===== src/design/q2r_pkg.sv =====
// ----------------------------------------------------------------------------
// q2r_pkg
// Shared widths and types for the quaternion to rotation matrix core.
// ----------------------------------------------------------------------------
package q2r_pkg;

   localparam int SAMPLE_W  = 16;
   localparam int PROD_W    = 2 * SAMPLE_W;
   localparam int ACC_W     = PROD_W + 2;
   localparam int FRAC_DIAG = SAMPLE_W - 1;
   localparam int FRAC_OFF  = SAMPLE_W - 2;

   typedef logic signed [SAMPLE_W-1:0] sample_type;
   typedef logic signed [PROD_W-1:0]   prod_type;
   typedef logic signed [ACC_W-1:0]    acc_type;

   localparam sample_type SAMPLE_MAX = {1'b0, {(SAMPLE_W-1){1'b1}}};
   localparam sample_type SAMPLE_MIN = {1'b1, {(SAMPLE_W-1){1'b0}}};

endpackage
// ----------------------------------------------------------------------------


===== src/design/q2r_round_sat.sv =====
// ----------------------------------------------------------------------------
// q2r_round_sat
// Scales one exact matrix entry back to Q1.15, rounding to nearest with ties
// away from zero, then saturates; the result is registered.
// ----------------------------------------------------------------------------
module q2r_round_sat (
   input  logic                clock,
   input  q2r_pkg::acc_type    sum_i,
   input  logic                off_diag_i,
   output q2r_pkg::sample_type entry_ff
);
   import q2r_pkg::*;

   localparam acc_type HALF_DIAG = acc_type'(1) <<< (FRAC_DIAG - 1);
   localparam acc_type HALF_OFF  = acc_type'(1) <<< (FRAC_OFF - 1);
   localparam acc_type LIM_MAX   = acc_type'(SAMPLE_MAX);
   localparam acc_type LIM_MIN   = acc_type'(SAMPLE_MIN);

   acc_type    bias;
   acc_type    biased;
   acc_type    scaled;
   sample_type entry_in;

   // negative values take one less so the arithmetic shift rounds away from zero
   always_comb begin
      bias     = off_diag_i ? HALF_OFF : HALF_DIAG;
      biased   = sum_i + bias - acc_type'({1'b0, sum_i[ACC_W-1]});
      scaled   = off_diag_i ? (biased >>> FRAC_OFF) : (biased >>> FRAC_DIAG);
      if (scaled > LIM_MAX) begin
         entry_in = SAMPLE_MAX;
      end else if (scaled < LIM_MIN) begin
         entry_in = SAMPLE_MIN;
      end else begin
         entry_in = scaled[SAMPLE_W-1:0];
      end
   end

   always_ff @(posedge clock) begin
      entry_ff <= entry_in;
   end

endmodule
// ----------------------------------------------------------------------------


===== config.mk =====
export PLATFORM = sky130hd
export DESIGN_NAME = q2r_round_sat
export DESIGN_NICKNAME = d
export VERILOG_FILES = /design/src/design/q2r_pkg.sv /design/src/design/q2r_round_sat.sv
export SDC_FILE = /design/constraint.sdc
export NUM_CORES = 1
export LEC_CHECK = 0
export ABC_CLOCK_PERIOD_IN_PS = 12100
export BUFFER_PORTS_ARGS = -buffer_cell sky130_fd_sc_hd__clkbuf_2
export CAP_MARGIN = 20
export CORE_ASPECT_RATIO = 1.1
export CORE_MARGIN = 4
export CORE_UTILIZATION = 50
export CTS_CLUSTER_DIAMETER = 200
export DETAILED_ROUTE_END_ITERATION = 10
export PLACE_DENSITY_LB_ADDON = 0.25
export SETUP_SLACK_MARGIN = 0.1
export SLEW_MARGIN = 10
export SYNTH_ARGS = -nofsm -noshare
export SYNTH_HDL_FRONTEND = slang
export SYNTH_SLANG_ARGS = --single-unit

===== constraint.sdc =====
create_clock -name clock -period 12.1 [get_ports clock]
set_clock_uncertainty 0.05 [all_clocks]
set_input_delay 2.42 -clock clock [delete_from_list [all_inputs] [get_ports clock]]
set_output_delay 2.42 -clock clock [all_outputs]
set_load 0.02 [all_outputs]

==> run_results.csv <==
group,metric,value,unit
outcome,status,"complete, no violations",
sta,period_minus_slack,6.29,ns
yosys,yosysWarnings,0,
worst_setup_path,worstSetupStartpointType,"primary input",
hold_path,min_path_type,"in -> reg",
global_route,grt_max_degree,27,
place,place_inst,425,
yosys,synth-seq-cells,16,
yosys,netlist_top_cells_area,"ha_1 17%, dfxtp_1 13%, a21oi_1 6.9%",
place,dp_hpwl,4740,um
power,sequentialPowerShare,0.264,
sta,period_share,0.520,
final_layout,instances_no_fill,428,
power,p_clk_frac,0.133,
yosys,synthXorXnorAreaFrac,0.0479,
sta,worstMarginPinSlew,0.773,ns
final_layout,top_regs,"entry_ff x16",
yosys,synth.distinct_cells,56,
final_layout,final_nets,443,
yosys,synth-simple-area-share,0.192,
yosys,yosysSeqAreaShare,0.135,
cts,cts_tree,"built",
sta,rsz0062_at_grt,"false",
floorplanning,die_area,0.00593,mm2
worst_setup_path,crit_family,"compound AO/OA/AOI/OAI gates",
routing,drt_first_pass_iters,4,
yosys,synth_top_family_by_area,"compound AO/OA/AOI/OAI gates",
sta,setup_viol,0,
cts,cts.repair.resized,0,
final_layout,largest_reg_flops,16,
worst_setup_path,cp-end-kind,"flop",
global_route,grt_pass1_vias,2249,
worst_setup_path,slowest_stage,"o41ai_4",
run,maxCapViolCount,0,
worst_setup_path,cp.arrival,6.33,ns
cts,root_buffer,"clkbuf_8",
place,io_buffer_count,51,
floorplanning,ioPinCount,52,
cts,cts.sinks,16,
routing,drc,0,
cts,cts_hold_buf,0,
routing,wl,5550,um
global_route,grt_overflow,0,
yosys,synth_compound_gate_area_share,0.352,
final_layout,drive_gt1_frac,0.180,
final_layout,antenna_cells,0,
yosys,post_synth_mux_area_share,0.0168,
power,p_total,278,uW
yosys,ys_async_sr_fraction,0,
yosys,ys.flop_type,"dfxtp_1",
routing,vias,2463,
routing,ant_nets,0,
power,peakVddDrop,42.6,uV
yosys,synth_fa_ha_area_frac,0.174,
cts,cts_buffer_depth,2,
floorplanning,num_rows,26,
power,combinationalPowerShare,0.603,
worst_setup_path,critical_path_buf_inv_count,3,
worst_setup_path,critPathRequiredTime,12.15,ns
worst_setup_path,worst-path-max-fanout,26,
sta,slew_headroom,0.483,
routing,drt_iter0_drc,131,
final_layout,area_growth,14.2,%
sta,hold_viol,0,
yosys,synth_largest_area_cell,"ha_1",
power,power.switching,121,uW
global_route,antenna_found_initial,0,
cts,path_clk_slew,0.05,ns
yosys,synth_area,0.00238,mm2
power,p_int,157,uW
yosys,avgSynthCellArea,7.30,um2
place,gp_congestion,0.919,
floorplanning,die_y,80.3,um
power,swShare,0.434,
global_route,track_usage,0.193,
worst_setup_path,setup.worst_path.class,"in -> reg",
final_layout,regMostFlops,"entry_ff",
routing,via_per_inst,5.75,
worst_setup_path,cp_slowest_stage_delay,0.78,ns
global_route,grt_pass1_wl,9470,um
floorplanning,die_w,73.8,um
power,leakagePower,0.00143,uW
sta,timing.fmax,159,MHz
floorplanning,core,0.00462,mm2
power,powerDensity,102,mW/mm2
cts,htreeDepth,1,
floorplanning,start_util,0.515,
cts,cts_buffers,3,
cts,post-cts-setup-buffer-count,0,
yosys,syn_nets,395,
worst_setup_path,crit_chain,"clkbuf_2 > inv_1 > ha_1 > inv_1 > ha_1 > a21oi_1 > o21ai_0 > a211oi_2 > nor4_2 > o21ai_0 > o311a_1 > o41ai_4 > o211a_1 > a31oi_1",
sta,final-max-slew-violation-count,0,
yosys,yosysTopAreaCellShare,0.174,
yosys,synth_edf_count,0,
sta,finalSetupTns,0,ns
routing,detail_route.wl_per_cell,13.0,um
yosys,synthCells,326,
cell type report:
cell class | count | area, um2
fill | 469 | 1900
multi-input combinational | 259 | 1870
sequential | 16 | 320
timing repair buffer | 51 | 255
inverter | 43 | 161
tap | 56 | 70.1
clock buffer | 3 | 41.3
worst paths after layout:
check / cells past startpoint / start / slack [ns] / to
max: 14 / off_diag_i / 5.81 / entry_ff[14]
min: 5 / sum_i[33] / 2.67 / entry_ff[15]
synth_stat cells, types with 5 or more instances:
library cell	count
xnor2_1	7
inv_1	43
nand2_1	30
a21o_1	15
xor2_1	6
clkbuf_1	5
nor3_1	7
dfxtp_1	16
and2_1	5
ha_1	33
a211oi_1	6
nor2_1	18
a21oi_1	33
o21ai_0	18
routing by layer:
layer / wire (um) / track usage
met1: 2500 / 0.248
met2: 2770 / 0.340
met3: 248 / 0.00876
met4: 40 / 0.0580
met5: 0 / 0
layout by cell type, fill, tap and decap left out, types with 3 or more instances in the layout:
cell,count
and2_1,5
a21oi_1,33
o211ai_1,3
ha_1,33
o211a_1,3
a21o_1,15
xnor2_1,7
a221o_1,3
o21ai_0,18
or2_2,3
a31oi_1,4
dfxtp_1,16
o21a_1,3
nand2_1,30
nand3_1,4
inv_1,43
xor2_1,6
a211oi_2,3
mux2i_1,4
nand3b_1,3
nor2_1,18
and3_1,3
clkbuf_8,3
a211oi_1,6
clkbuf_2,51
o31a_1,3
nor2b_1,4
nor3_1,7
cell families (layout without fill, tap and decap cells):
logic type,Yosys count,after routing
flip-flops,16,16
AND/OR/NAND/NOR,91,91
multiplexers,4,4
AO/OA/AOI/OAI,118,118
XOR/XNOR,13,13
buffers and inverters,51,97
adder cells (fa/ha/maj),33,33
power by group through the flow:
stage                     Clock [uW]  Combinational, uW  Sequential (uW)
after floorplan                    0                101             96.4
after global placement             0                163             74.1
after detailed placement           0                166             74.7
after CTS                       38.1                167             73.6
after global routing            40.7                187             74.7
final                           37.0                168             73.3
tightest hold or removal path, stage by stage:
cell and delay, ns:
clkbuf_2 0.09, xor2_1 0.09, nor2_1 0.12, a211oi_2 0.15
inv_1 0.05
metrics by stage:
stage / instance area (um2) / worst slack, ns / util / hold WS [ns]
floorplan: 2380 / 6.61 / - / 2.68
global placement: 2670 / 5.70 / 0.577 / 2.79
detailed placement: 2670 / 5.56 / 0.577 / 2.79
CTS: 2710 / 5.82 / 0.586 / 2.65
global route: 2720 / 5.32 / 0.588 / 2.71
finish: 2720 / 5.81 / 0.588 / 2.67
Power figures use the tool's default switching activity.
